===== src/hw/rtl/okvt_pkg.sv =====
// okvt_pkg: shared types, codes and stream layout of the ordered key/value table
// used by okvt_cell, ordered_key_value_table_unit and okvt_checker
// no dependencies
package okvt_pkg;

  // default sizes
  localparam int unsigned CAPACITY_DEF   = 32;
  localparam int unsigned KEY_BITS_DEF   = 32;
  localparam int unsigned VALUE_BITS_DEF = 32;

  // fixed field widths of the words
  localparam int unsigned OP_W    = 3;
  localparam int unsigned KEY_W   = 32;
  localparam int unsigned VALUE_W = 32;
  localparam int unsigned POS_W   = 6;
  localparam int unsigned STS_W   = 3;
  localparam int unsigned CNT_W   = 6;

  // input word layout, lowest bit first
  localparam int unsigned IN_OP_LSB  = 0;
  localparam int unsigned IN_KEY_LSB = IN_OP_LSB + OP_W;
  localparam int unsigned IN_VAL_LSB = IN_KEY_LSB + KEY_W;
  localparam int unsigned IN_POS_LSB = IN_VAL_LSB + VALUE_W;
  localparam int unsigned IN_BITS    = IN_POS_LSB + POS_W;
  localparam int unsigned S_TDATA_W  = ((IN_BITS + 7) / 8) * 8;

  // output word layout, lowest bit first
  localparam int unsigned OUT_OK_LSB   = 0;
  localparam int unsigned OUT_STS_LSB  = OUT_OK_LSB + 1;
  localparam int unsigned OUT_KEY_LSB  = OUT_STS_LSB + STS_W;
  localparam int unsigned OUT_VAL_LSB  = OUT_KEY_LSB + KEY_W;
  localparam int unsigned OUT_CNT_LSB  = OUT_VAL_LSB + VALUE_W;
  localparam int unsigned OUT_EMP_LSB  = OUT_CNT_LSB + CNT_W;
  localparam int unsigned OUT_BITS     = OUT_EMP_LSB + 1;
  localparam int unsigned M_TDATA_W    = ((OUT_BITS + 7) / 8) * 8;

  typedef enum logic [OP_W-1:0] {
    OP_INSERT = 3'd0,
    OP_UPDATE = 3'd1,
    OP_UPSERT = 3'd2,
    OP_ERASE  = 3'd3,
    OP_LOOKUP = 3'd4,
    OP_READ   = 3'd5
  } op_e;

  typedef enum logic [STS_W-1:0] {
    STS_DONE      = 3'd0,
    STS_EXISTS    = 3'd1,
    STS_NOT_FOUND = 3'd2,
    STS_FULL      = 3'd3,
    STS_RANGE     = 3'd4
  } status_e;

  // what every cell does in the execute cycle
  typedef enum logic [1:0] {
    ACT_NONE  = 2'd0,
    ACT_PUSH  = 2'd1,  // take the left neighbour's entry
    ACT_WRITE = 2'd2,  // matching cell takes the new value
    ACT_PULL  = 2'd3   // cells at and after the erased one take the right neighbour's
  } cell_act_e;

  typedef struct packed {
    logic      cmp_en;  // compare the incoming key this cycle
    cell_act_e act;
    logic      by_pos;  // select by position rather than by key match
  } cell_ctl_t;

endpackage


===== src/hw/rtl/okvt_cell.sv =====
// okvt_cell: one entry of the table with its key comparator and neighbour shift
// depends on okvt_pkg
module okvt_cell import okvt_pkg::*; #(
  parameter int unsigned KW  = 32,
  parameter int unsigned VW  = 32,
  parameter int unsigned IW  = 5,
  parameter int unsigned CW  = 6,
  parameter int unsigned PW  = 6,
  parameter int unsigned IDX = 0
) (
  input  logic          clk_i,
  input  logic          rst_ni,
  input  cell_ctl_t     ctl_i,
  input  logic [KW-1:0] cmp_key_i,
  input  logic [VW-1:0] wr_val_i,
  input  logic [KW-1:0] left_key_i,
  input  logic [VW-1:0] left_val_i,
  input  logic [KW-1:0] right_key_i,
  input  logic [VW-1:0] right_val_i,
  input  logic [CW-1:0] count_i,
  input  logic [IW-1:0] hit_idx_i,
  input  logic [PW-1:0] pos_i,
  output logic [KW-1:0] key_o,
  output logic [VW-1:0] val_o,
  output logic          hit_o,
  output logic [KW-1:0] sel_key_o,
  output logic [VW-1:0] sel_val_o
);

  logic [KW-1:0] key_q, key_d;
  logic [VW-1:0] val_q, val_d;
  logic          hit_q, hit_d;
  logic          valid;
  logic          sel;

  assign valid = CW'(IDX) < count_i;
  assign hit_d = ctl_i.cmp_en ? (valid && (key_q == cmp_key_i)) : hit_q;
  assign sel   = ctl_i.by_pos ? (pos_i == PW'(IDX)) : hit_q;

  always_comb begin
    key_d = key_q;
    val_d = val_q;
    case (ctl_i.act)
      ACT_PUSH: begin
        key_d = left_key_i;
        val_d = left_val_i;
      end
      ACT_WRITE: begin
        if (hit_q) begin
          val_d = wr_val_i;
        end
      end
      ACT_PULL: begin
        if (IW'(IDX) >= hit_idx_i) begin
          key_d = right_key_i;
          val_d = right_val_i;
        end
      end
      default: begin
      end
    endcase
  end

  always_ff @(posedge clk_i or negedge rst_ni) begin
    if (!rst_ni) begin
      hit_q <= 1'b0;
    end else begin
      hit_q <= hit_d;
    end
  end

  always_ff @(posedge clk_i) begin
    key_q <= key_d;
    val_q <= val_d;
  end

  assign key_o     = key_q;
  assign val_o     = val_q;
  assign hit_o     = hit_q;
  assign sel_key_o = sel ? key_q : '0;
  assign sel_val_o = sel ? val_q : '0;

endmodule


===== src/hw/rtl/ordered_key_value_table_unit.sv =====
// ordered_key_value_table_unit: top level of the ordered key/value table
// depends on okvt_pkg and okvt_cell
//
// bounded associative table of unique keys, newest entry at position 0, built as a
// row of CAPACITY cells; each word on the input stream is one operation (insert,
// update, insert-or-update, erase, lookup, read by position) and gives exactly one
// result word. in the cycle the word is accepted every cell compares its key with
// the incoming key at once; in the execute state that follows the match vector
// decides the action: every cell shifts right (insert), the cells from the erased
// place shift left (erase) or the matching cell rewrites its value (update), and
// the result is loaded into the output register; execute holds while a previous
// result waits there. tready is high only between operations, so a word is taken
// only once the previous one is done; a word may be accepted while the previous
// result still waits. storage is cell registers only, no clearing pass after reset
module ordered_key_value_table_unit import okvt_pkg::*; #(
  parameter int unsigned CAPACITY   = CAPACITY_DEF,
  parameter int unsigned KEY_BITS   = KEY_BITS_DEF,
  parameter int unsigned VALUE_BITS = VALUE_BITS_DEF
) (
  input  logic                 clk_i,
  input  logic                 rst_ni,
  input  logic                 s_axis_tvalid_i,
  output logic                 s_axis_tready_o,
  // op[2:0], key[34:3], value[66:35], position[72:67], zero pad
  input  logic [S_TDATA_W-1:0] s_axis_tdata_i,
  output logic                 m_axis_tvalid_o,
  input  logic                 m_axis_tready_i,
  // ok[0], status[3:1], key_out[35:4], value_out[67:36], entry_count[73:68],
  // is_empty[74], zero pad
  output logic [M_TDATA_W-1:0] m_axis_tdata_o
);

  // stored widths: the ports carry 32 bits, so wider key and value settings are capped at 32
  localparam int unsigned KW = (KEY_BITS < KEY_W) ? KEY_BITS : KEY_W;
  localparam int unsigned VW = (VALUE_BITS < VALUE_W) ? VALUE_BITS : VALUE_W;
  localparam int unsigned IW = $clog2(CAPACITY);
  localparam int unsigned CW = $clog2(CAPACITY + 1);
  localparam int unsigned PW = (CW > POS_W) ? CW : POS_W;

  typedef enum logic [1:0] {
    FSM_IDLE = 2'b01,
    FSM_EXEC = 2'b10
  } fsm_e;

  fsm_e state_q, state_d;

  // latched operation
  logic [OP_W-1:0]  op_q;
  logic [KW-1:0]    key_q;
  logic [VW-1:0]    val_q;
  logic [POS_W-1:0] pos_q;

  logic [CW-1:0] cnt_q, cnt_d;

  logic                 m_valid_q;
  logic [M_TDATA_W-1:0] m_data_q;

  logic s_acc;
  logic fire;

  // cell row
  cell_ctl_t     ctl;
  logic [KW-1:0] cell_key     [CAPACITY];
  logic [VW-1:0] cell_val     [CAPACITY];
  logic [KW-1:0] cell_sel_key [CAPACITY];
  logic [VW-1:0] cell_sel_val [CAPACITY];
  logic [CAPACITY-1:0] hit;

  logic [KW-1:0] in_key;
  logic [IW-1:0] hit_idx;
  logic          any_hit;
  logic [KW-1:0] sel_key;
  logic [VW-1:0] sel_val;
  logic          full;
  logic          in_range;

  // result fields
  logic          res_ok;
  status_e       res_sts;
  logic [KW-1:0] res_key;
  logic [VW-1:0] res_val;
  logic [M_TDATA_W-1:0] res_word;

  assign s_axis_tready_o = (state_q == FSM_IDLE);
  assign s_acc           = s_axis_tvalid_i && s_axis_tready_o;
  assign fire            = (state_q == FSM_EXEC) && (!m_valid_q || m_axis_tready_i);

  // key masked to the stored width, compared straight off the input word
  assign in_key = s_axis_tdata_i[IN_KEY_LSB +: KW];

  generate
    for (genvar i = 0; i < CAPACITY; i++) begin : g_cell
      logic [KW-1:0] lk, rk;
      logic [VW-1:0] lv, rv;
      if (i == 0) begin : g_head
        // the head cell takes the new entry on insert
        assign lk = key_q;
        assign lv = val_q;
      end else begin : g_mid
        assign lk = cell_key[i-1];
        assign lv = cell_val[i-1];
      end
      if (i == CAPACITY - 1) begin : g_tail
        assign rk = cell_key[i];
        assign rv = cell_val[i];
      end else begin : g_body
        assign rk = cell_key[i+1];
        assign rv = cell_val[i+1];
      end

      okvt_cell #(
        .KW  (KW),
        .VW  (VW),
        .IW  (IW),
        .CW  (CW),
        .PW  (PW),
        .IDX (i)
      ) u_cell (
        .clk_i       (clk_i),
        .rst_ni      (rst_ni),
        .ctl_i       (ctl),
        .cmp_key_i   (in_key),
        .wr_val_i    (val_q),
        .left_key_i  (lk),
        .left_val_i  (lv),
        .right_key_i (rk),
        .right_val_i (rv),
        .count_i     (cnt_q),
        .hit_idx_i   (hit_idx),
        .pos_i       (PW'(pos_q)),
        .key_o       (cell_key[i]),
        .val_o       (cell_val[i]),
        .hit_o       (hit[i]),
        .sel_key_o   (cell_sel_key[i]),
        .sel_val_o   (cell_sel_val[i])
      );
    end
  endgenerate

  // keys are unique, so the match vector is one-hot or empty: plain or-trees
  always_comb begin
    hit_idx = '0;
    sel_key = '0;
    sel_val = '0;
    for (int unsigned i = 0; i < CAPACITY; i++) begin
      hit_idx = hit_idx | (hit[i] ? IW'(i) : '0);
      sel_key = sel_key | cell_sel_key[i];
      sel_val = sel_val | cell_sel_val[i];
    end
  end

  assign any_hit  = |hit;
  assign full     = (cnt_q == CW'(CAPACITY));
  assign in_range = PW'(pos_q) < PW'(cnt_q);

  // operation decode in the execute cycle
  always_comb begin
    ctl.cmp_en = s_acc;
    ctl.act    = ACT_NONE;
    ctl.by_pos = (op_q == OP_READ);
    cnt_d      = cnt_q;
    res_ok     = 1'b0;
    res_sts    = STS_DONE;
    res_key    = '0;
    res_val    = '0;
    unique case (op_q) inside
      OP_INSERT, OP_UPSERT: begin
        if (any_hit) begin
          if (op_q == OP_UPSERT) begin
            ctl.act = ACT_WRITE;
            res_ok  = 1'b1;
          end else begin
            res_sts = STS_EXISTS;
          end
        end else if (full) begin
          res_sts = STS_FULL;
        end else begin
          ctl.act = ACT_PUSH;
          cnt_d   = cnt_q + CW'(1);
          res_ok  = 1'b1;
        end
      end
      OP_UPDATE: begin
        if (any_hit) begin
          ctl.act = ACT_WRITE;
          res_ok  = 1'b1;
        end else begin
          res_sts = STS_NOT_FOUND;
        end
      end
      OP_ERASE: begin
        if (any_hit) begin
          ctl.act = ACT_PULL;
          cnt_d   = cnt_q - CW'(1);
          res_ok  = 1'b1;
        end else begin
          res_sts = STS_NOT_FOUND;
        end
      end
      OP_LOOKUP: begin
        if (any_hit) begin
          res_val = sel_val;
          res_ok  = 1'b1;
        end else begin
          res_sts = STS_NOT_FOUND;
        end
      end
      OP_READ: begin
        if (in_range) begin
          res_key = sel_key;
          res_val = sel_val;
          res_ok  = 1'b1;
        end else begin
          res_sts = STS_RANGE;
        end
      end
      default: begin
        // unused op codes leave the table alone
      end
    endcase
    // the row only moves when the result can be taken
    if (!fire) begin
      ctl.act = ACT_NONE;
      cnt_d   = cnt_q;
    end
  end

  always_comb begin
    res_word = '0;
    res_word[OUT_OK_LSB]                = res_ok;
    res_word[OUT_STS_LSB +: STS_W]      = res_sts;
    res_word[OUT_KEY_LSB +: KEY_W]      = KEY_W'(res_key);
    res_word[OUT_VAL_LSB +: VALUE_W]    = VALUE_W'(res_val);
    res_word[OUT_CNT_LSB +: CNT_W]      = CNT_W'(cnt_d);
    res_word[OUT_EMP_LSB]               = (cnt_d == '0);
  end

  always_comb begin
    state_d = state_q;
    unique case (state_q)
      FSM_IDLE: begin
        if (s_acc) begin
          state_d = FSM_EXEC;
        end
      end
      FSM_EXEC: begin
        if (fire) begin
          state_d = FSM_IDLE;
        end
      end
      default: begin
        state_d = FSM_IDLE;
      end
    endcase
  end

  always_ff @(posedge clk_i or negedge rst_ni) begin
    if (!rst_ni) begin
      state_q   <= FSM_IDLE;
      cnt_q     <= '0;
      m_valid_q <= 1'b0;
    end else begin
      state_q <= state_d;
      cnt_q   <= cnt_d;
      if (fire) begin
        m_valid_q <= 1'b1;
      end else if (m_axis_tready_i) begin
        m_valid_q <= 1'b0;
      end
    end
  end

  // payload registers
  always_ff @(posedge clk_i) begin
    if (s_acc) begin
      op_q  <= s_axis_tdata_i[IN_OP_LSB +: OP_W];
      key_q <= in_key;
      val_q <= s_axis_tdata_i[IN_VAL_LSB +: VW];
      pos_q <= s_axis_tdata_i[IN_POS_LSB +: POS_W];
    end
    if (fire) begin
      m_data_q <= res_word;
    end
  end

  assign m_axis_tvalid_o = m_valid_q;
  assign m_axis_tdata_o  = m_data_q;

endmodule


===== config.mk =====
export PLATFORM = sky130hd
export DESIGN_NAME = ordered_key_value_table_unit
export DESIGN_NICKNAME = d
export VERILOG_FILES = /design/src/hw/rtl/okvt_pkg.sv /design/src/hw/rtl/okvt_cell.sv /design/src/hw/rtl/ordered_key_value_table_unit.sv
export SDC_FILE = /design/constraint.sdc
export NUM_CORES = 2
export LEC_CHECK = 0
export BUFFER_PORTS_ARGS = -buffer_cell sky130_fd_sc_hd__buf_2
export CORE_ASPECT_RATIO = 1.75
export CORE_MARGIN = 2
export CORE_UTILIZATION = 65
export DETAILED_ROUTE_END_ITERATION = 10
export PLACE_DENSITY = 0.82
export REMOVE_ABC_BUFFERS = 1
export SETUP_SLACK_MARGIN = 0.05
export SLEW_MARGIN = 15
export SYNTH_ARGS = -nofsm -noshare
export SYNTH_HDL_FRONTEND = slang
export SYNTH_HIERARCHICAL = 1
export SYNTH_SLANG_ARGS = --single-unit

===== constraint.sdc =====
create_clock -name clk_i -period 18.11 [get_ports clk_i]
set_input_delay 1.811 -clock clk_i [delete_from_list [all_inputs] [get_ports clk_i]]
set_output_delay 1.811 -clock clk_i [all_outputs]
set_load 0.02 [all_outputs]

Word-level counts from Yosys, hierarchy flattened
Index checks and enable logic that the tools add are counted.
{"block": "word_totals", "output_inout_bits": 82, "register_bits": 2237, "in_bits": 84, "wordCells": 829}
{"block": "op_classes", "n_reduce_logical": 111, "eq_ne": 139, "magnitude_cmp": 64, "n_mux": 316, "addsub": 2, "bitwise_logic": 92}
{"operator": "$mux W32", "count": 160}
{"operator": "$pmux W32 S3", "count": 31}
{"operator": "$pmux W32 S2", "count": 33}
{"operator": "$or A32 B32 Y32", "count": 62}
{"operator": "$eq A32 B32 Y1", "count": 32}
{"operator": "$ne A2 B1 Y1 const B", "count": 64}
{"operator": "$eq A6 B5 Y1 const B", "count": 16}
{"operator": "$lt A5 B6 Y1 const A", "count": 16}
{"operator": "$reduce_and A3 Y1", "count": 31}
{"operator": "$mux W5", "count": 16}
{"operator": "$ge A5 B5 Y1 const A", "count": 15}
{"operator": "$or A5 B5 Y5", "count": 15}
{"operator": "$reduce_and A2 Y1", "count": 34}
{"operator": "$eq A6 B4 Y1 const B", "count": 8}
{"operator": "$lt A4 B6 Y1 const A", "count": 8}
{"operator": "$mux W1", "count": 42}
{"operator": "$ge A4 B5 Y1 const A", "count": 8}
{"operator": "$logic_and A1 B1 Y1", "count": 34}
{"operator": "$mux W4", "count": 8}
{"operator": "$reduce_or A32 Y1", "count": 1}
{"operator": "$or A4 B4 Y4", "count": 7}
{"operator": "$eq A6 B3 Y1 const B", "count": 4}
{"operator": "$lt A3 B6 Y1 const A", "count": 4}
{"operator": "$mux W2", "count": 12}
{"operator": "other kinds (38)", "count": 63}

Longest topological paths before layout
{"block": "logic_depth", "word_depth": 36, "depth_mapped": 11, "ltp_nobuf": 9}

Modules after synthesis
The synthesis kept the hierarchy.
{"mod": "ordered_key_value_table_unit", "cells_each": 1001, "instances": 1, "seq_area_each_um2": 4670.7, "area_per_inst_um2": 10161.0}
{"mod": "okvt_cell (g_cell[2].u_cell ...)", "cells_each": 333, "instances": 2, "seq_area_each_um2": 1946.9, "area_per_inst_um2": 4012.6}
{"mod": "okvt_cell (g_cell[10].u_cell)", "cells_each": 334, "instances": 1, "seq_area_each_um2": 1946.9, "area_per_inst_um2": 4244.1}
{"mod": "okvt_cell (g_cell[7].u_cell)", "cells_each": 331, "instances": 1, "seq_area_each_um2": 1946.9, "area_per_inst_um2": 4241.6}
{"mod": "okvt_cell (g_cell[18].u_cell)", "cells_each": 333, "instances": 1, "seq_area_each_um2": 1946.9, "area_per_inst_um2": 4085.2}
{"mod": "okvt_cell (g_cell[17].u_cell)", "cells_each": 332, "instances": 1, "seq_area_each_um2": 1946.9, "area_per_inst_um2": 4081.4}
{"mod": "okvt_cell (g_cell[3].u_cell)", "cells_each": 331, "instances": 1, "seq_area_each_um2": 1946.9, "area_per_inst_um2": 4067.7}
{"mod": "okvt_cell (g_cell[19].u_cell)", "cells_each": 331, "instances": 1, "seq_area_each_um2": 1946.9, "area_per_inst_um2": 4060.1}
{"mod": "okvt_cell (g_cell[13].u_cell)", "cells_each": 331, "instances": 1, "seq_area_each_um2": 1946.9, "area_per_inst_um2": 4055.1}
{"mod": "okvt_cell (g_cell[30].u_cell)", "cells_each": 332, "instances": 1, "seq_area_each_um2": 1946.9, "area_per_inst_um2": 4053.9}
{"mod": "okvt_cell (g_cell[29].u_cell)", "cells_each": 332, "instances": 1, "seq_area_each_um2": 1946.9, "area_per_inst_um2": 4051.4}
{"mod": "okvt_cell (g_cell[14].u_cell)", "cells_each": 334, "instances": 1, "seq_area_each_um2": 1946.9, "area_per_inst_um2": 4047.6}
{"mod": "okvt_cell (g_cell[28].u_cell)", "cells_each": 333, "instances": 1, "seq_area_each_um2": 1946.9, "area_per_inst_um2": 4047.6}
{"mod": "okvt_cell (g_cell[16].u_cell)", "cells_each": 337, "instances": 1, "seq_area_each_um2": 1946.9, "area_per_inst_um2": 4041.4}
{"mod": "18 more rows"}

Worst setup path after synthesis
OpenSTA, ideal clock, no wires.
{"block": "synth_timing", "path_type": "in2reg", "startpoint": "input port m_axis_tready_i", "endpoint": "register g_cell[15].u_cell.val_q[0] (enable)", "path_slack_ps": 2973, "arrival_ps": 14638, "path_stages": 5, "setup_time_ps": 499, "path_cell_list": "nor2b_4 > or3_4 > nor3_1 > a21boi_0 > o21bai_1"}
{"item": "start: declaration", "line_no": "ordered_key_value_table_unit.sv:27", "rtl": "input logic m_axis_tready_i,"}
{"item": "end signal: assignment", "line_no": "okvt_cell.sv:74", "rtl": "val_q <= val_d;"}
{"item": "end: declaration", "line_no": "okvt_cell.sv:31", "rtl": "logic [VW-1:0] val_q, val_d;"}

==> metrics.cfg <==
[power_and_ir_drop]
power.switching_mw=3.02
switching_share_pct=26.1
leakagePower_nw=48.0
internal_power_mw=8.53
power.density_nw_per_um2=77.4
power_frac_seq_pct=50.7
ir_drop_mv=0.0864
p_clk_share_pct=39.5
power_frac_comb_pct=9.8

[critical_path]
criticalPathCategory=flip-flop to flip-flop
startpoint_type=flip-flop
cp.arrival_ns=7.87
endpoint_kind=flip-flop
cp.required_ns=18.88
cp_max_fo=197
r2r_start=g_cell[31].u_cell/hit_o
crit_start=g_cell[31].u_cell/hit_o

[die]
rows=223
die_area_um2=216000
die_w_um=352
ios=166
dieHeight_um=613
start_util_pct=65.4
core_um2=211000

[synth]
synth-main-ff-cell=edfxtp_1
synth_edf_count=2196
synth_area_leaders=edfxtp_1 (48%), mux2_2 (7.5%), mux2i_1 (7.5%), nor2b_2 (7.1%), xor2_1 (4.8%)
async_flop_share_pct=1.83
yosysTopAreaCellShare_pct=47.9
synth_area_um2=138000
synth_common_cells=edfxtp_1 (2,196), nor2b_2 (1,110), nor2_1 (1,066)
syn_avg_cell_area_um2=11.8
synth_cell_types=98
synth-seq-cells=2237
yosysWarnings=6
yosysSeqAreaShare_pct=48.6
yosysTopAreaCell=edfxtp_1
syn_inst=11600
synth.most_common_cell=edfxtp_1

[run_status]
status=finished with violations
violations=capacitance limit, slew limit

[clock_tree]
cts-root-buf=clkbuf_16
cts_resized=0
path_clk_slew_ns=0.07
clockBufferDepth=4
cts_max_level=4
tritoncts=built
cts_buffers=216
cts_setup_buffers=0
clock_latency_ns=0.95
ctsHoldBuffers=0
clock-sinks=2237

[layout]
final_nets=11800
layout-drive-gt1-share_pct=26.7
stdcell_area_um2=149000
area_delta_synth_final_pct=8.34
fillers=15000

[grt]
grt_pass1_wl_um=771000
grt_max_degree=259
grt_use_total_pct=50.9
grt_pass1_vias=100000
grt_antenna_before_repair=88
grt.overflow.total=0

[sta]
final.min_clock_period_ns=7.10
hold_slack_ns=0.549
rsz0062_at_grt=false
drv_slew=2
hold_viol=0
fin_crit_sh_pct=39.2
tns_ns=0
relSlewSlack_pct=-24.3
worst_pin_slew_ns=1.85
clock_skew_ns=0.0450
setup_viol_count_final=0
max_freq_mhz=141

[route]
wl_um=546000
vias=105000
vias_per_cell=7.14
route.detailed.drc=0
drtIter0Drc=15700
wl_per_cell_um=37.1
ant_nets=0
dr.pass1.iters=9

[place]
place_area_um2=141000
port_buffers=153
globalplace.congestion=1.15
hpwl_um=369000

[flow_run]
maxCapViolCount=2

[worst_hold_path]
hold_class=flip-flop to flip-flop
min-delay-start=m_axis_tvalid_o

[cell families (layout without fill, tap and decap cells)]
logic type | Yosys count | count (layout) | share of synthesized area, %
AOI/OAI and AO/OA | 1283 | 1283 | 5.29
other | 1 | 64 | 0.00272
adders and majority gates | 7 | 7 | 0.0636
buffers and inverters | 716 | 915 | 3.14
muxes | 2066 | 2066 | 16.0
xor gates and xnor gates | 1023 | 1023 | 6.51
DFF | 2237 | 2237 | 48.6
and+or+nand+nor | 4309 | 4309 | 20.3
[per-stage QoR]
step / worst slack (ns) / util (%) / total power [mW] / cells
final: 11.01 / 70.9 / 11.5 / 14700
after global routing: 10.86 / 70.8 / 11.7 / 14700
after CTS: 11.34 / 70.1 / 11.4 / 14600
after global placement: 10.61 / 66.9 / 6.92 / 14200
after floorplan: -179.07 / - / 6.73 / 11000
after detailed placement: 10.42 / 66.9 / 6.95 / 14200
[layout by cell type, fill, tap and decap left out, drive strengths merged, types with 293 or more instances in the layout]
cell type  netlist  final
mux2          1024   1024
buf            511    470
nor2          1067   1067
xor2           762    762
nor2b         2015   2015
mux2i         1042   1042
a21oi         1051   1051
clkbuf         145    293
nor4           720    720
edfxtp        2196   2196
[final timing paths]
path                                                to  slack (ns)  cells past startpoint
max in group asynchronous                     cnt_q[0]       16.18                      1
setup / recovery           g_cell[15].u_cell/val_o[30]       11.01                     13
setup reg to reg           g_cell[15].u_cell/val_o[30]       11.01                     13
hold / removal                         m_axis_tvalid_o        0.55                      2
hold reg to reg                        m_axis_tvalid_o        0.55                      2
min in group asynchronous       g_cell[6].u_cell/hit_o        1.09                      1
[worst max-delay path: stages (launching register included)]
cell     delay (ns)
dfrtp_2        0.89
nor4_4         0.14
and4_4         0.24
inv_2          0.09
nor2_4         0.06
nor3_2         0.26
buf_12         0.63
buf_4          0.62
buf_4          0.80
buf_12         0.57
buf_4          0.94
buf_4          0.86
nor2_1         0.13
a21oi_1        0.19
[flip-flops by register name (all words and copies together), names as in the netlist]
name,flops
op_q,3
g_cell.u_cell/key_o,1024
g_cell.u_cell/val_o,1024
state_q,2
m_axis_tvalid_o,1
cnt_q,6
g_cell.lv,32
m_axis_tdata_o,75
g_cell.lk,32
pos_q,6
g_cell.u_cell/hit_o,32
[power by group through the flow]
stage / clock [mW] / sequential (mW) / combinational, mW
finish: 4.56 / 5.86 / 1.13
global placement: 0 / 5.95 / 0.966
detailed placement: 0 / 5.96 / 0.987
global route: 4.72 / 5.87 / 1.13
CTS: 4.55 / 5.85 / 0.991
floorplan: 0 / 6.01 / 0.718
[layout make-up]
type                    instances  area [um^2]  share of cell area (%)
well taps                    2812         3520                    2.36
inverters                      60          226                   0.152
clock inverters                92          803                   0.538
multi-input cells            8693        68100                    45.7
flip-flops and latches       2237        67000                    44.9
repair buffers                475         3590                    2.40
clock buffers                 288         5850                    3.92
diodes                         59          148                  0.0989
[metal layers]
metal / global-route usage [%] / wire length, um / vias to the layer above
met5: 1.10 / 225 / -
met1: 51.5 / 162000 / 51100
met4: 56.2 / 76900 / 24
li1: - / - / 42700
met2: 76.8 / 246000 / 8109
met3: 19.4 / 60700 / 3119
Note: power is estimated with default switching activity, not from simulation.
